**config.mk**
```make
export PLATFORM = sky130hd
export DESIGN_NAME = lcd_4bit_interface_sequencer
export DESIGN_NICKNAME = d
export VERILOG_FILES = /design/src/lcd4_pkg.sv /design/src/lcd_4bit_interface_sequencer.sv /design/src/lcd4_front.sv /design/src/lcd4_fifo.sv /design/src/lcd4_back.sv
export SDC_FILE = /design/constraint.sdc
export NUM_CORES = 1
export LEC_CHECK = 0
export BUFFER_PORTS_ARGS = -buffer_cell sky130_fd_sc_hd__clkbuf_2
export CAP_MARGIN = 15
export CELL_PAD_IN_SITES_DETAIL_PLACEMENT = 1
export CELL_PAD_IN_SITES_GLOBAL_PLACEMENT = 2
export CORE_MARGIN = 10
export CORE_UTILIZATION = 35
export CTS_CLUSTER_SIZE = 10
export DETAILED_ROUTE_END_ITERATION = 10
export GPL_TIMING_DRIVEN = 0
export PLACE_DENSITY = 0.7
export SLEW_MARGIN = 20
export SYNTH_ARGS = -nofsm -noshare
export SYNTH_HDL_FRONTEND = slang
export SYNTH_SLANG_ARGS = --single-unit
```
**constraint.sdc**
```tcl
create_clock -name clk -period 5.3 [get_ports clk]
set_clock_uncertainty 0.1 [all_clocks]
set_input_delay 0.795 -clock clk [delete_from_list [all_inputs] [get_ports clk]]
set_output_delay 0.795 -clock clk [all_outputs]
set_load 0.05 [all_outputs]
```
**src/lcd4_pkg.sv**
```systemverilog
package lcd4_pkg;

	// sequencer phases
	typedef enum logic [2:0] {
		PH_POWER,
		PH_NIB_PRE,
		PH_NIB_HIGH,
		PH_NIB_POST,
		PH_WAIT,
		PH_IDLE,
		PH_POLL
	} phase_t;

	localparam logic [2:0] STEPS_DONE = 3'd6;

	// request opcodes
	localparam logic [2:0] OP_DATA     = 3'd0;
	localparam logic [2:0] OP_COMMAND  = 3'd1;
	localparam logic [2:0] OP_CLEAR    = 3'd2;
	localparam logic [2:0] OP_HOME     = 3'd3;
	localparam logic [2:0] OP_CURSOR   = 3'd4;
	localparam logic [2:0] OP_POSITION = 3'd5;

	// register indexes
	localparam logic [2:0] CFG_CYCLES_PER_US = 3'd0;
	localparam logic [2:0] CFG_ENABLE_PHASE  = 3'd1;
	localparam logic [2:0] CFG_SETTLE        = 3'd2;
	localparam logic [2:0] CFG_POWER_ON      = 3'd3;
	localparam logic [2:0] CFG_MODE_SWITCH   = 3'd4;

	// register reset values
	localparam logic [7:0]  RST_CYCLES_PER_US = 8'd50;
	localparam logic [9:0]  RST_ENABLE_PHASE  = 10'd100;
	localparam logic [13:0] RST_SETTLE        = 14'd150;
	localparam logic [15:0] RST_POWER_ON      = 16'd40000;
	localparam logic [15:0] RST_MODE_SWITCH   = 16'd4500;

	// lcd instruction bytes
	localparam logic [7:0] CMD_CLEAR       = 8'h01;
	localparam logic [7:0] CMD_HOME        = 8'h02;
	localparam logic [7:0] CMD_CURSOR_BASE = 8'h0C;
	localparam logic [7:0] CMD_SET_ADDR    = 8'h80;
	localparam logic [7:0] CMD_FUNC_4BIT   = 8'h28;
	localparam logic [7:0] CMD_DISPLAY_ON  = 8'h0E;
	localparam logic [7:0] CMD_ENTRY_MODE  = 8'h06;

	// stream widths
	localparam int S_TDATA_W = 24;
	localparam int S_TUSER_W = 4;
	localparam int M_TDATA_W = 16;
	localparam int CFG_DATA_W = 16;

	// queue between front and back
	localparam int QUEUE_DEPTH = 4;
	localparam int QUEUE_AW    = 2;
	localparam int QUEUE_CW    = 3;

	// classified request plus the sampled busy level
	typedef struct packed {
		logic       go;
		logic       is_data;
		logic [7:0] cmd_byte;
		logic       busy;
	} item_t;

	// pin levels, register_select in the lowest bit
	typedef struct packed {
		logic       init_done;
		logic       ready_res;
		logic       top_line_input;
		logic [3:0] data_nibble;
		logic       enable_pin;
		logic       read_write;
		logic       register_select;
	} pins_t;

	localparam int PINS_PAD_W = M_TDATA_W - $bits(pins_t);

	typedef struct packed {
		logic [7:0]  cycles_per_us;
		logic [9:0]  enable_phase_us;
		logic [13:0] settle_us;
		logic [15:0] power_on_us;
		logic [15:0] mode_switch_us;
	} cfg_t;

	// power-on byte sequence, the first entry is the lone mode nibble
	function automatic logic [7:0] init_byte(input logic [2:0] step);
		logic [7:0] b;
		unique case (step)
			3'd0:    b = CMD_HOME;
			3'd1:    b = CMD_FUNC_4BIT;
			3'd2:    b = CMD_FUNC_4BIT;
			3'd3:    b = CMD_DISPLAY_ON;
			3'd4:    b = CMD_CLEAR;
			3'd5:    b = CMD_ENTRY_MODE;
			default: b = CMD_ENTRY_MODE;
		endcase
		return b;
	endfunction

endpackage

```
**src/lcd_4bit_interface_sequencer.sv**
```systemverilog
// path: a transaction taken on the slave side is held in the queue and then in the output register
//   before its result shows on the master side
// throughput: one transaction per cycle while the master side takes each result, one sequencer step each
// reset: arst_n low clears the control state at once; the sequencer restarts with the power-on wait,
//   the configuration registers return to their defaults and the queue empties (its storage is not cleared)
module lcd_4bit_interface_sequencer #(
	parameter int DELAY_COUNT_WIDTH = 16
) (
	input  logic                            clk,
	input  logic                            arst_n,
	// slave side: one transaction per pin-timing cycle
	input  logic                            s_axis_tvalid,
	output logic                            s_axis_tready,
	// byte_value[7:0], row_index[9:8], column_index[15:10], cursor_show[16],
	// cursor_blink[17], busy_line[18], zero[23:19]
	input  logic [lcd4_pkg::S_TDATA_W-1:0]  s_axis_tdata,
	// request_valid[0], opcode[3:1]
	input  logic [lcd4_pkg::S_TUSER_W-1:0]  s_axis_tuser,
	// master side: pin levels for that cycle
	output logic                            m_axis_tvalid,
	input  logic                            m_axis_tready,
	// register_select[0], read_write[1], enable_pin[2], data_nibble[6:3],
	// top_line_input[7], ready_res[8], init_done[9], zero[15:10]
	output logic [lcd4_pkg::M_TDATA_W-1:0]  m_axis_tdata,
	// configuration write channel
	input  logic                            cfg_valid,
	output logic                            cfg_ready,
	input  logic [2:0]                      cfg_index,
	input  logic [lcd4_pkg::CFG_DATA_W-1:0] cfg_data
);

	lcd4_pkg::item_t front_item;
	lcd4_pkg::item_t queue_item;
	logic            queue_valid;
	logic            queue_ready;

	// registers are always writable; writes land in the back end directly
	assign cfg_ready = 1'b1;

	// front end: unpack the transaction and turn the opcode into the byte to send
	lcd4_front u_front (
		.s_tdata (s_axis_tdata),
		.s_tuser (s_axis_tuser),
		.item    (front_item)
	);

	// short queue so the slave side keeps flowing while the master side stalls
	lcd4_fifo u_fifo (
		.clk        (clk),
		.arst_n     (arst_n),
		.push_valid (s_axis_tvalid),
		.push_ready (s_axis_tready),
		.push_item  (front_item),
		.pop_valid  (queue_valid),
		.pop_ready  (queue_ready),
		.pop_item   (queue_item)
	);

	// back end: power-on sequence, busy poll, nibble strobes and delay timer
	lcd4_back #(
		.DELAY_COUNT_WIDTH (DELAY_COUNT_WIDTH)
	) u_back (
		.clk       (clk),
		.arst_n    (arst_n),
		.cfg_wr    (cfg_valid && cfg_ready),
		.cfg_index (cfg_index),
		.cfg_data  (cfg_data),
		.q_valid   (queue_valid),
		.q_ready   (queue_ready),
		.q_item    (queue_item),
		.m_tvalid  (m_axis_tvalid),
		.m_tready  (m_axis_tready),
		.m_tdata   (m_axis_tdata)
	);

endmodule

```
**src/lcd4_front.sv**
```systemverilog
module lcd4_front (
	input  logic [lcd4_pkg::S_TDATA_W-1:0] s_tdata,
	input  logic [lcd4_pkg::S_TUSER_W-1:0] s_tuser,
	output lcd4_pkg::item_t                item
);

	logic       req_valid;
	logic [2:0] opcode;
	logic [7:0] byte_value;
	logic [1:0] row_index;
	logic [5:0] column_index;
	logic       cursor_show;
	logic       cursor_blink;

	assign req_valid    = s_tuser[0];
	assign opcode       = s_tuser[3:1];
	assign byte_value   = s_tdata[7:0];
	assign row_index    = s_tdata[9:8];
	assign column_index = s_tdata[15:10];
	assign cursor_show  = s_tdata[16];
	assign cursor_blink = s_tdata[17];

	always_comb begin
		item.go       = 1'b0;
		item.is_data  = 1'b0;
		item.cmd_byte = byte_value;
		item.busy     = s_tdata[18];
		unique case (opcode)
			lcd4_pkg::OP_DATA: begin
				item.go      = req_valid;
				item.is_data = 1'b1;
			end
			lcd4_pkg::OP_COMMAND: begin
				item.go = req_valid;
			end
			lcd4_pkg::OP_CLEAR: begin
				item.go       = req_valid;
				item.cmd_byte = lcd4_pkg::CMD_CLEAR;
			end
			lcd4_pkg::OP_HOME: begin
				item.go       = req_valid;
				item.cmd_byte = lcd4_pkg::CMD_HOME;
			end
			lcd4_pkg::OP_CURSOR: begin
				item.go       = req_valid;
				item.cmd_byte = lcd4_pkg::CMD_CURSOR_BASE | {6'd0, cursor_show, cursor_blink};
			end
			lcd4_pkg::OP_POSITION: begin
				// two rows of sixteen columns only
				item.go       = req_valid && !row_index[1] && (column_index[5:4] == 2'd0);
				item.cmd_byte = lcd4_pkg::CMD_SET_ADDR | {1'b0, row_index[0], 2'b00,
					column_index[3:0]};
			end
			default: begin
				item.go = 1'b0;
			end
		endcase
	end

endmodule

```
**src/lcd4_fifo.sv**
```systemverilog
module lcd4_fifo (
	input  logic            clk,
	input  logic            arst_n,
	input  logic            push_valid,
	output logic            push_ready,
	input  lcd4_pkg::item_t push_item,
	output logic            pop_valid,
	input  logic            pop_ready,
	output lcd4_pkg::item_t pop_item
);

	lcd4_pkg::item_t                 mem_q [lcd4_pkg::QUEUE_DEPTH];
	logic [lcd4_pkg::QUEUE_AW-1:0]   wr_ptr_q;
	logic [lcd4_pkg::QUEUE_AW-1:0]   rd_ptr_q;
	logic [lcd4_pkg::QUEUE_CW-1:0]   count_q;
	logic                            push;
	logic                            pop;

	assign push_ready = (count_q != lcd4_pkg::QUEUE_CW'(lcd4_pkg::QUEUE_DEPTH));
	assign pop_valid  = (count_q != '0);
	assign pop_item   = mem_q[rd_ptr_q];
	assign push       = push_valid && push_ready;
	assign pop        = pop_valid && pop_ready;

	always_ff @(posedge clk) begin
		if (push) begin
			mem_q[wr_ptr_q] <= push_item;
		end
	end

	always_ff @(posedge clk or negedge arst_n) begin
		if (!arst_n) begin
			wr_ptr_q <= '0;
			rd_ptr_q <= '0;
			count_q  <= '0;
		end else begin
			if (push) begin
				wr_ptr_q <= wr_ptr_q + 1'b1;
			end
			if (pop) begin
				rd_ptr_q <= rd_ptr_q + 1'b1;
			end
			if (push && !pop) begin
				count_q <= count_q + 1'b1;
			end else if (pop && !push) begin
				count_q <= count_q - 1'b1;
			end
		end
	end

endmodule

```
**src/lcd4_back.sv**
```systemverilog
module lcd4_back #(
	parameter int DELAY_COUNT_WIDTH = 16
) (
	input  logic                            clk,
	input  logic                            arst_n,
	input  logic                            cfg_wr,
	input  logic [2:0]                      cfg_index,
	input  logic [lcd4_pkg::CFG_DATA_W-1:0] cfg_data,
	input  logic                            q_valid,
	output logic                            q_ready,
	input  lcd4_pkg::item_t                 q_item,
	output logic                            m_tvalid,
	input  logic                            m_tready,
	output logic [lcd4_pkg::M_TDATA_W-1:0]  m_tdata
);

	lcd4_pkg::cfg_t              cfg_q;
	lcd4_pkg::phase_t            phase_q, phase_d;
	logic [2:0]                  step_q, step_d;
	logic [DELAY_COUNT_WIDTH-1:0] cnt_q, cnt_d;
	logic [7:0]                  pre_q, pre_d;
	logic [7:0]                  byte_q, byte_d;
	logic                        is_data_q, is_data_d;
	logic                        low_q, low_d;
	lcd4_pkg::pins_t             pins;
	lcd4_pkg::pins_t             m_pins_q;
	logic                        m_valid_q;
	logic                        fire;
	logic                        done;
	logic                        ready;

	// delay timer
	logic [15:0]                  target_raw;
	logic [15:0]                  target;
	logic [7:0]                   cpm;
	logic [7:0]                   pre_inc;
	logic [DELAY_COUNT_WIDTH-1:0] cnt_inc;
	logic                         us_hit;
	logic                         tick_done;
	logic [7:0]                   tick_pre;
	logic [DELAY_COUNT_WIDTH-1:0] tick_cnt;
	logic [2:0]                   step_inc;

	assign q_ready  = !m_valid_q || m_tready;
	assign fire     = q_valid && q_ready;
	assign m_tvalid = m_valid_q;
	assign m_tdata  = {{lcd4_pkg::PINS_PAD_W{1'b0}}, m_pins_q};

	// config
	always_ff @(posedge clk or negedge arst_n) begin
		if (!arst_n) begin
			cfg_q.cycles_per_us   <= lcd4_pkg::RST_CYCLES_PER_US;
			cfg_q.enable_phase_us <= lcd4_pkg::RST_ENABLE_PHASE;
			cfg_q.settle_us       <= lcd4_pkg::RST_SETTLE;
			cfg_q.power_on_us     <= lcd4_pkg::RST_POWER_ON;
			cfg_q.mode_switch_us  <= lcd4_pkg::RST_MODE_SWITCH;
		end else if (cfg_wr) begin
			case (cfg_index)
				lcd4_pkg::CFG_CYCLES_PER_US: cfg_q.cycles_per_us   <= cfg_data[7:0];
				lcd4_pkg::CFG_ENABLE_PHASE:  cfg_q.enable_phase_us <= cfg_data[9:0];
				lcd4_pkg::CFG_SETTLE:        cfg_q.settle_us       <= cfg_data[13:0];
				lcd4_pkg::CFG_POWER_ON:      cfg_q.power_on_us     <= cfg_data;
				lcd4_pkg::CFG_MODE_SWITCH:   cfg_q.mode_switch_us  <= cfg_data;
				default: ;
			endcase
		end
	end

	assign done  = (step_q >= lcd4_pkg::STEPS_DONE);
	assign ready = (phase_q == lcd4_pkg::PH_IDLE) && done;

	// pins from the current state
	always_comb begin
		pins.init_done       = done;
		pins.ready_res       = ready;
		pins.register_select = is_data_q;
		pins.read_write      = 1'b0;
		pins.enable_pin      = 1'b0;
		pins.data_nibble     = byte_q[3:0];
		pins.top_line_input  = 1'b0;
		unique case (phase_q) inside
			lcd4_pkg::PH_POLL: begin
				pins.register_select = 1'b0;
				pins.read_write      = 1'b1;
				pins.enable_pin      = 1'b1;
				pins.data_nibble     = 4'd0;
				pins.top_line_input  = 1'b1;
			end
			lcd4_pkg::PH_NIB_PRE, lcd4_pkg::PH_NIB_HIGH, lcd4_pkg::PH_NIB_POST: begin
				pins.enable_pin  = (phase_q == lcd4_pkg::PH_NIB_HIGH);
				pins.data_nibble = low_q ? byte_q[3:0] : byte_q[7:4];
			end
			default: ;
		endcase
	end

	// timer target by phase, zero reads as one
	always_comb begin
		unique case (phase_q)
			lcd4_pkg::PH_POWER: target_raw = cfg_q.power_on_us;
			lcd4_pkg::PH_WAIT:  target_raw = (step_q == 3'd0) ? cfg_q.mode_switch_us
				: {2'b00, cfg_q.settle_us};
			default:            target_raw = {6'd0, cfg_q.enable_phase_us};
		endcase
	end

	assign target    = (target_raw == 16'd0) ? 16'd1 : target_raw;
	assign cpm       = (cfg_q.cycles_per_us == 8'd0) ? 8'd1 : cfg_q.cycles_per_us;
	assign pre_inc   = pre_q + 8'd1;
	assign cnt_inc   = cnt_q + 1'b1;
	assign us_hit    = (pre_inc >= cpm);
	assign tick_done = us_hit && (cnt_inc >= DELAY_COUNT_WIDTH'(target));
	assign tick_pre  = us_hit ? 8'd0 : pre_inc;
	assign tick_cnt  = us_hit ? (tick_done ? '0 : cnt_inc) : cnt_q;
	assign step_inc  = step_q + 3'd1;

	// next state
	always_comb begin
		phase_d   = phase_q;
		step_d    = step_q;
		cnt_d     = cnt_q;
		pre_d     = pre_q;
		byte_d    = byte_q;
		is_data_d = is_data_q;
		low_d     = low_q;
		unique case (phase_q)
			lcd4_pkg::PH_POWER: begin
				cnt_d = tick_cnt;
				pre_d = tick_pre;
				if (tick_done) begin
					step_d    = 3'd0;
					byte_d    = lcd4_pkg::init_byte(3'd0);
					is_data_d = 1'b0;
					low_d     = 1'b1;
					phase_d   = lcd4_pkg::PH_NIB_PRE;
				end
			end
			lcd4_pkg::PH_NIB_PRE: begin
				cnt_d = tick_cnt;
				pre_d = tick_pre;
				if (tick_done) begin
					phase_d = lcd4_pkg::PH_NIB_HIGH;
				end
			end
			lcd4_pkg::PH_NIB_HIGH: begin
				cnt_d = tick_cnt;
				pre_d = tick_pre;
				if (tick_done) begin
					phase_d = lcd4_pkg::PH_NIB_POST;
				end
			end
			lcd4_pkg::PH_NIB_POST: begin
				cnt_d = tick_cnt;
				pre_d = tick_pre;
				if (tick_done) begin
					if (!low_q) begin
						low_d   = 1'b1;
						phase_d = lcd4_pkg::PH_NIB_PRE;
					end else begin
						phase_d = done ? lcd4_pkg::PH_IDLE : lcd4_pkg::PH_WAIT;
					end
				end
			end
			lcd4_pkg::PH_WAIT: begin
				cnt_d = tick_cnt;
				pre_d = tick_pre;
				if (tick_done) begin
					if (step_inc >= lcd4_pkg::STEPS_DONE) begin
						step_d  = lcd4_pkg::STEPS_DONE;
						phase_d = lcd4_pkg::PH_IDLE;
					end else begin
						step_d    = step_inc;
						byte_d    = lcd4_pkg::init_byte(step_inc);
						is_data_d = 1'b0;
						low_d     = 1'b0;
						phase_d   = lcd4_pkg::PH_NIB_PRE;
					end
				end
			end
			lcd4_pkg::PH_POLL: begin
				// busy released, start the high nibble
				if (!q_item.busy) begin
					phase_d = lcd4_pkg::PH_NIB_PRE;
					low_d   = 1'b0;
					cnt_d   = '0;
					pre_d   = 8'd0;
				end
			end
			default: begin
				if (ready && q_item.go) begin
					byte_d    = q_item.cmd_byte;
					is_data_d = q_item.is_data;
					low_d     = 1'b0;
					cnt_d     = '0;
					pre_d     = 8'd0;
					phase_d   = lcd4_pkg::PH_POLL;
				end
			end
		endcase
	end

	always_ff @(posedge clk or negedge arst_n) begin
		if (!arst_n) begin
			phase_q   <= lcd4_pkg::PH_POWER;
			step_q    <= 3'd0;
			cnt_q     <= '0;
			pre_q     <= 8'd0;
			byte_q    <= 8'd0;
			is_data_q <= 1'b0;
			low_q     <= 1'b0;
		end else if (fire) begin
			phase_q   <= phase_d;
			step_q    <= step_d;
			cnt_q     <= cnt_d;
			pre_q     <= pre_d;
			byte_q    <= byte_d;
			is_data_q <= is_data_d;
			low_q     <= low_d;
		end
	end

	// output register
	always_ff @(posedge clk or negedge arst_n) begin
		if (!arst_n) begin
			m_valid_q <= 1'b0;
		end else if (fire) begin
			m_valid_q <= 1'b1;
		end else if (m_tready) begin
			m_valid_q <= 1'b0;
		end
	end

	always_ff @(posedge clk) begin
		if (fire) begin
			m_pins_q <= pins;
		end
	end

`ifndef SYNTHESIS
	a_poll_after_init: assert property (@(posedge clk) disable iff (!arst_n)
		phase_q == lcd4_pkg::PH_POLL |-> step_q == lcd4_pkg::STEPS_DONE)
		else $error("busy poll before power-on sequence finished");

	a_step_range: assert property (@(posedge clk) disable iff (!arst_n)
		step_q <= lcd4_pkg::STEPS_DONE)
		else $error("init step out of range");

	a_hold_without_step: assert property (@(posedge clk) disable iff (!arst_n)
		!fire |=> $stable(phase_q) && $stable(step_q) && $stable(byte_q))
		else $error("sequencer state moved without a transaction");

	a_result_loaded: assert property (@(posedge clk) disable iff (!arst_n)
		fire |=> m_valid_q)
		else $error("processed transaction left no result");

	a_prescale_bound: assert property (@(posedge clk) disable iff (!arst_n)
		pre_q != 8'hFF)
		else $error("cycle prescaler overran");
`endif

endmodule
```
* Word-level counts from Yosys, hierarchy flattened *
Memories as Yosys holds them, arrays and structs flattened.
Cells that the tools add are included.

cells by class
  add/sub/neg operators = 7
  magnitude comparators = 4
  equal/unequal tests = 29
  muxes and demuxes = 56
  bitwise gates (word level) = 2
  reduce and logical (&&, ||, !) cells = 48

operators by type and width
  kind                                                              number
  16-bit 2-to-1 mux                                                 6
  8-bit 2-to-1 mux                                                  8
  16-bit one-hot mux with 2 select lines                            2
  3-bit 2-to-1 mux                                                  14
  8-bit one-hot mux with 4 select lines                             1
  3-bit by 2-bit == test with 1-bit output (second input constant)  8
  6-bit one-hot mux with 4 select lines                             1
  8-bit one-hot mux with 3 select lines                             1
  3-bit == test (second input constant)                             7
  3-bit one-hot mux with 6 select lines                             1
  16-bit by 1-bit adder with 16-bit output (second input constant)  1
  16-bit >= comparator                                              1
  16-bit zero test                                                  1
  8-bit one-hot mux with 2 select lines                             1
  3-bit zero test                                                   5
  1-bit 2-to-1 mux                                                  14
  2-bit by 1-bit != test with 1-bit output (second input constant)  7
  3-bit by 1-bit == test with 1-bit output (second input constant)  4
  5-bit one-hot mux with 2 select lines                             1
  2-bit AND reduction                                               5
  5-bit OR reduction                                                2
  1-bit logical AND                                                 9
  3-bit nonzero test                                                3
  8-bit by 1-bit adder with 8-bit output (second input constant)    1
  other kinds (29)                                                  42

storage, ports and cells
  bits in registers = 122
  bits in writable memories = 44
  input bits = 52
  output and inout port bits = 19
  word-level logic and storage cells = 170
  memories = 1

memories
  name          words  width  read ports  clocked after Yosys merged registers in  write ports  line             text
  u_fifo.mem_q  4      11     1           0                                        1            lcd4_fifo.sv:12  lcd4_pkg::item_t mem_q [lcd4_pkg::QUEUE_DEPTH];

* Depth between registers and ports, before layout *
  word-level depth = 10
  gate-level depth with buffers = 18
  gate-level depth less buffers = 15

* By module *
A second synthesis with hierarchy kept.

second synthesis, totals
  cell total of the unflattened synthesis = 770
  area total of the unflattened synthesis = 8,868.5 sq um

by module, submodules not included
  module                        times used  cells each  area an instance (sq um)  sequential area each (sq um)
  lcd4_back                     1           645         6,581.3                   2,922.8
  lcd4_fifo                     1           92          2,015.7                   1,496.4
  lcd4_front                    1           31          260.2                     0.0
  lcd_4bit_interface_sequencer  1           2           11.3                      0.0

* Least setup slack after synthesis *
OpenSTA, ideal clock, no wires.

  kind = reg-to-reg
  from = reg u_back.step_q[0]
  to = reg u_back.byte_q[5]
  library setup time = 0.125 ns
  arrival time = 3.492 ns
  required time = 5.075 ns
  setup slack = 1.584 ns
  cell stages (with the launch flop) = 17
  buffers on the path = 2
  clock period less this slack = 3.716 ns
  cell sequence = dfrtp_1 inv_1 ha_1 nor2b_1 clkbuf_1 clkbuf_1 nand2_1 a311o_1 nand3_1 a211oi_1 ha_1 nand2b_1 a211oi_1 o2111a_1 o21ai_1 o211ai_4 mux2_2

between the ends
  cells in the longest elaborated chain, start to end = 9
  elaborated cells on any way between the ends = 27
  classes of those cells = add/sub (1); order compare (3); eq/ne (7); mux (7); reduce/logical (9)

ends and longest elaborated chain
  what                                                line              text
  start: declaration                                  lcd4_back.sv:19   logic [2:0] step_q, step_d;
  start signal: assignment                            lcd4_back.sv:213  step_q <= step_d;
  3-bit zero test                                     lcd4_back.sv:101  lcd4_pkg::PH_WAIT: target_raw = (step_q == 3'd0) ? cfg_q.mode_switch_us
  16-bit 2-to-1 mux                                   lcd4_back.sv:101
  16-bit one-hot mux with 2 select lines              lcd4_back.sv:99   unique case (phase_q)
  16-bit zero test                                    lcd4_back.sv:107  assign target = (target_raw == 16'd0) ? 16'd1 : target_raw;
  16-bit 2-to-1 mux                                   lcd4_back.sv:107
  16-bit >= comparator                                lcd4_back.sv:112  assign tick_done = us_hit && (cnt_inc >= DELAY_COUNT_WIDTH'(target));
  1-bit logical AND                                   lcd4_back.sv:112
  2-bit by 1-bit != test with 1-bit output (no line)  --
  6-bit AND reduction (no line)                       --
  end signal: assignment                              lcd4_back.sv:216  byte_q <= byte_d;
  end: declaration                                    lcd4_back.sv:22   logic [7:0] byte_q, byte_d;

Several ways; a longest one is shown, not always the timed one. The select of a mux whose other input is x is not followed.
A chain may end at the register's enable or synchronous reset.

* Final worst setup path *
  from = reg u_back.step_q[0]
  to = reg u_back.cnt_q[6]

between the ends
  cells in the longest elaborated chain, start to end = 10
  elaborated cells on any way between the ends = 15
  classes of those cells = order compare (2); mux (6); reduce/logical (7)

ends and longest elaborated chain
  what                                    line              text
  3-bit zero test                         lcd4_back.sv:101
  16-bit 2-to-1 mux                       lcd4_back.sv:101
  16-bit one-hot mux with 2 select lines  lcd4_back.sv:99
  16-bit zero test                        lcd4_back.sv:107
  16-bit 2-to-1 mux                       lcd4_back.sv:107
  16-bit >= comparator                    lcd4_back.sv:112
  1-bit logical AND                       lcd4_back.sv:112
  16-bit 2-to-1 mux (2 in a row)          lcd4_back.sv:114  assign tick_cnt = us_hit ? (tick_done ? '0 : cnt_inc) : cnt_q;
  16-bit one-hot mux with 2 select lines  lcd4_back.sv:126  unique case (phase_q)
  end signal: assignment                  lcd4_back.sv:214  cnt_q <= cnt_d;
  end: declaration                        lcd4_back.sv:20   logic [DELAY_COUNT_WIDTH-1:0] cnt_q, cnt_d;

Several ways; a longest one is shown, not always the timed one. The select of a mux whose other input is x is not followed.

==> metrics <==
Post-synth ARST share=0.679; total die area=31600 sq um; Hold Crit Class=primary input to async pin; Tcrit/Tclk final=0.912; crit start category=register; crit path buf inv count=4; setup TNS=0 ps; Area after DPL=9470 sq um; vias=about 6.3k; Root Buffer=clkbuf_16; sequential area share after synthesis=0.507; synth unique cells=67; crit end category=register; minimum clock period=4830 ps; CTS Sinks=165; CP delay by family, top=compound AO/OA/AOI/OAI gates; largest net degree at the start of global routing=58; FF+latch count, synth=between 150 and 200; syn avg cell area=11.4 sq um; Setup Fix Bufs, Post-CTS=0; GP Congestion=0.793; Clock Path Buffers=2; Yosys top cell area share=0.264; critical path type=register to register; met2 Use GR=0.258; Worst Tran Pin Value=838 ps; Cell Pwr Density=416 nW/um^2; crit path max fanout=10; area of the mapped netlist=8710 sq um; Core ar.=24400 sq um; ranking of synthesized cells by area=dfrtp_1, edfxtp_1, mux2_2; die width=178 microns; Initial Util=0.357; gr usage total=0.157; first-pass GRT wire length=38700 microns; worst rel slew slack=0.440; Slew Limit Fails=0; Clk pin slew, worst setup/hold paths=90 ps; maximum clock rate=207 MHz; Die Ht=178 microns; H-tree Lvls=4; Final Hold Fails=0; Maximum Capacitance Violations=0; Avg WL per Cell=roughly 21 microns; num rows=57; RSZ-0062 raised after global routing=false; antenna violations before repair=0; worst vdd ir=0.223 mV; global routing met1 resource utilization=0.207; Slowest Stage Delay on Critical Path=540 ps; vias in the first global route=6754; Final Cell Area=between 10000 and 15000 sq um; residual DRC count=0; nets@finish=~940; Routed Antenna Nets=0; First DRT Iteration DRCs=362; Main synth FF type=dfrtp_1; WL final=between 20000 and 25000 microns; slowest CP cell=o211ai_1; Skew-Pair Late Insertion Delay=between 400 and 500 ps; Ports=71; leading area contributor after synthesis=dfrtp_1; Worst Path Arrival=5050 ps; total global routing overflow=0; post-DP HPWL=18300 microns; share of cells above drive strength 1=0.256; cells after synthesis=~760; Worst EP required=approximately 5500 ps; CTS buffer count=17; M3 GR Usage=0.0312; Pre-Repair DR Iteration Count=4; Yosys warnings=0; number of port buffers=57; number of enable flip-flop cells after synthesis=53; Pleak=0.00429 uW; worst path cell trace=inv_1 > ha_1 > nand2b_1 > clkbuf_1 > clkbuf_1 > nand2_1 > a311oi_1 > a21oi_1 > ha_1 > a21o_1 > nand3_1 > a31o_2 > o211ai_1 > buf_2 > a21oi_1 > a221o_1; GRT Max-Usage Layer=met2; CTS tree=done; Avg Vias per Cell=between 5 and 6; final core utilization=0.415; area grow syn2layout=16.1%; status=finished, final reports clean; Final setup viols=0
cell type report:
| class | instances | area (sq um) |
|---|---|---|
| antenna | 1 | 2.50 |
| inverter | 24 | 90.1 |
| clock inverter | 15 | 220 |
| clock buffer | 17 | 425 |
| fill | 2680 | 14300 |
| sequential | 165 | 4420 |
| tap | 324 | 405 |
| multi-input combinational | 535 | 4030 |
| timing repair buffer | 58 | 322 |
| buffer | 43 | 203 |
final timing paths:
check	startpoint	endpoint	slack, ps	cells past startpoint
setup / recovery	u_back.step_q[0]	u_back.cnt_q[6]	470	16
hold / removal	arst_n	u_back.cnt_q[11]	220	1
setup reg to reg	u_back.step_q[0]	u_back.cnt_q[6]	470	16
hold reg to reg	u_back.is_data_q	u_back.is_data_q	400	1
max in group asynchronous	arst_n	u_back.cfg_q[39]	4160	2
min in group clk	u_back.is_data_q	u_back.is_data_q	400	1
cells in the final DEF (no fill, tap or decap), types with 5 or more instances in the layout:
cell and count:
a22oi_1 5, buf_4 8, and3_1 13, a221o_1 8, clkbuf_16 17, conb_1 7, a21oi_1 26, o21ai_0 41
o31a_1 5, nor3_1 14, o2bb2ai_1 5, or3_1 6, buf_1 5, nor2_1 41, clkbuf_2 57, nand2_1 81
nand3_1 20, o211ai_1 5, clkbuf_1 21, nand2b_1 8, a31oi_1 8, mux4_2 10, nor2b_1 14, inv_12 5
ha_1 38, buf_2 8, edfxtp_1 53, dfrtp_1 92, dfstp_2 20, xnor2_1 15, inv_1 24, xor2_1 12
mux2_2 64, a22o_1 12
power by group:
| group | switching (uW) | leakage (uW) | internal [uW] |
|---|---|---|---|
| Clock | 684 | 0.000312 | 670 |
| Combinational | 637 | 0.00210 | 449 |
| Sequential | 163 | 0.00188 | 1610 |
| Total | 1480 | 0.00429 | 2730 |
through the flow:
step	hold slack, ps	std cells	setup slack [ps]	total power [uW]
floorplan	358	767	1580	2530
global placement	372	1148	325	2830
detailed placement	385	1149	287	2900
CTS	223	1181	251	4270
global route	237	1181	121	4450
finish	219	1182	468	4210
timing repair:
action | CTS | global route
hold buffers | 0 | 0
gates resized for setup | 0 | 2
setup endpoints to repair | 0 | 5
kinds of logic (layout without fill, tap and decap cells):
logic type                 Yosys count  count (layout)  synth area share
AOI/OAI and AO/OA                  153             153             0.126
xor gates and xnor gates            27              27            0.0271
adders and majority gates           39              39            0.0569
buffers and inverters               67             157            0.0335
DFF                                165             165             0.507
muxes                               83              83             0.123
other                                2               8          0.000862
and+or+nand+nor                    226             226             0.126
routing by layer:
layer	vias up	share of wire
met5	-	0
met3	20	0.030
met2	99	0.48
li1	2950	-
met1	3248	0.48
met4	0	0.010
cells in the mapped netlist (4+ instances only):
cell,n
o211ai_1,5
a22oi_1,5
xnor2_1,15
buf_2,8
dfrtp_1,92
nand3_1,20
dfstp_2,20
or3_1,6
o31a_1,5
and3_1,13
nor2_1,42
a22o_1,12
nor4_1,4
mux2i_1,4
o21ai_0,41
xor2_1,12
a311oi_1,4
buf_1,5
edfxtp_1,53
mux2_2,64
nand4_1,4
o2bb2ai_1,5
a31o_2,4
nor3_1,15
nand2_1,81
a31oi_1,8
clkbuf_1,22
a21oi_1,26
nor2b_1,14
a221o_1,8
buf_4,8
inv_1,24
nand2b_1,8
mux4_2,10
ha_1,38
a32o_1,4
worst register-to-register path, delay by kind of cell, from the launching register on:
kind                       cells  cell delay, ps
and+or+nand+nor                3             290
adders and majority gates      2             570
buffers and inverters          4            1450
AOI/OAI and AO/OA              7            1820
DFF                            1             480
sequential cells by signal (all words and copies together), names as in the netlist:
name and count:
u_back.step_q 3, u_back.m_tvalid 1, u_fifo.wr_ptr_q 2, u_fifo.rd_ptr_q 2, u_back.cfg_q 64, u_back.m_tdata 9
u_back.cnt_q 16, u_back.low_q 1, u_back.is_data_q 1, u_back.pre_q 8, u_back.phase_q 3, u_fifo.count_q 3
u_back.byte_q 8, u_fifo.mem_q 44
Note: power is estimated with default switching activity, not from simulation.
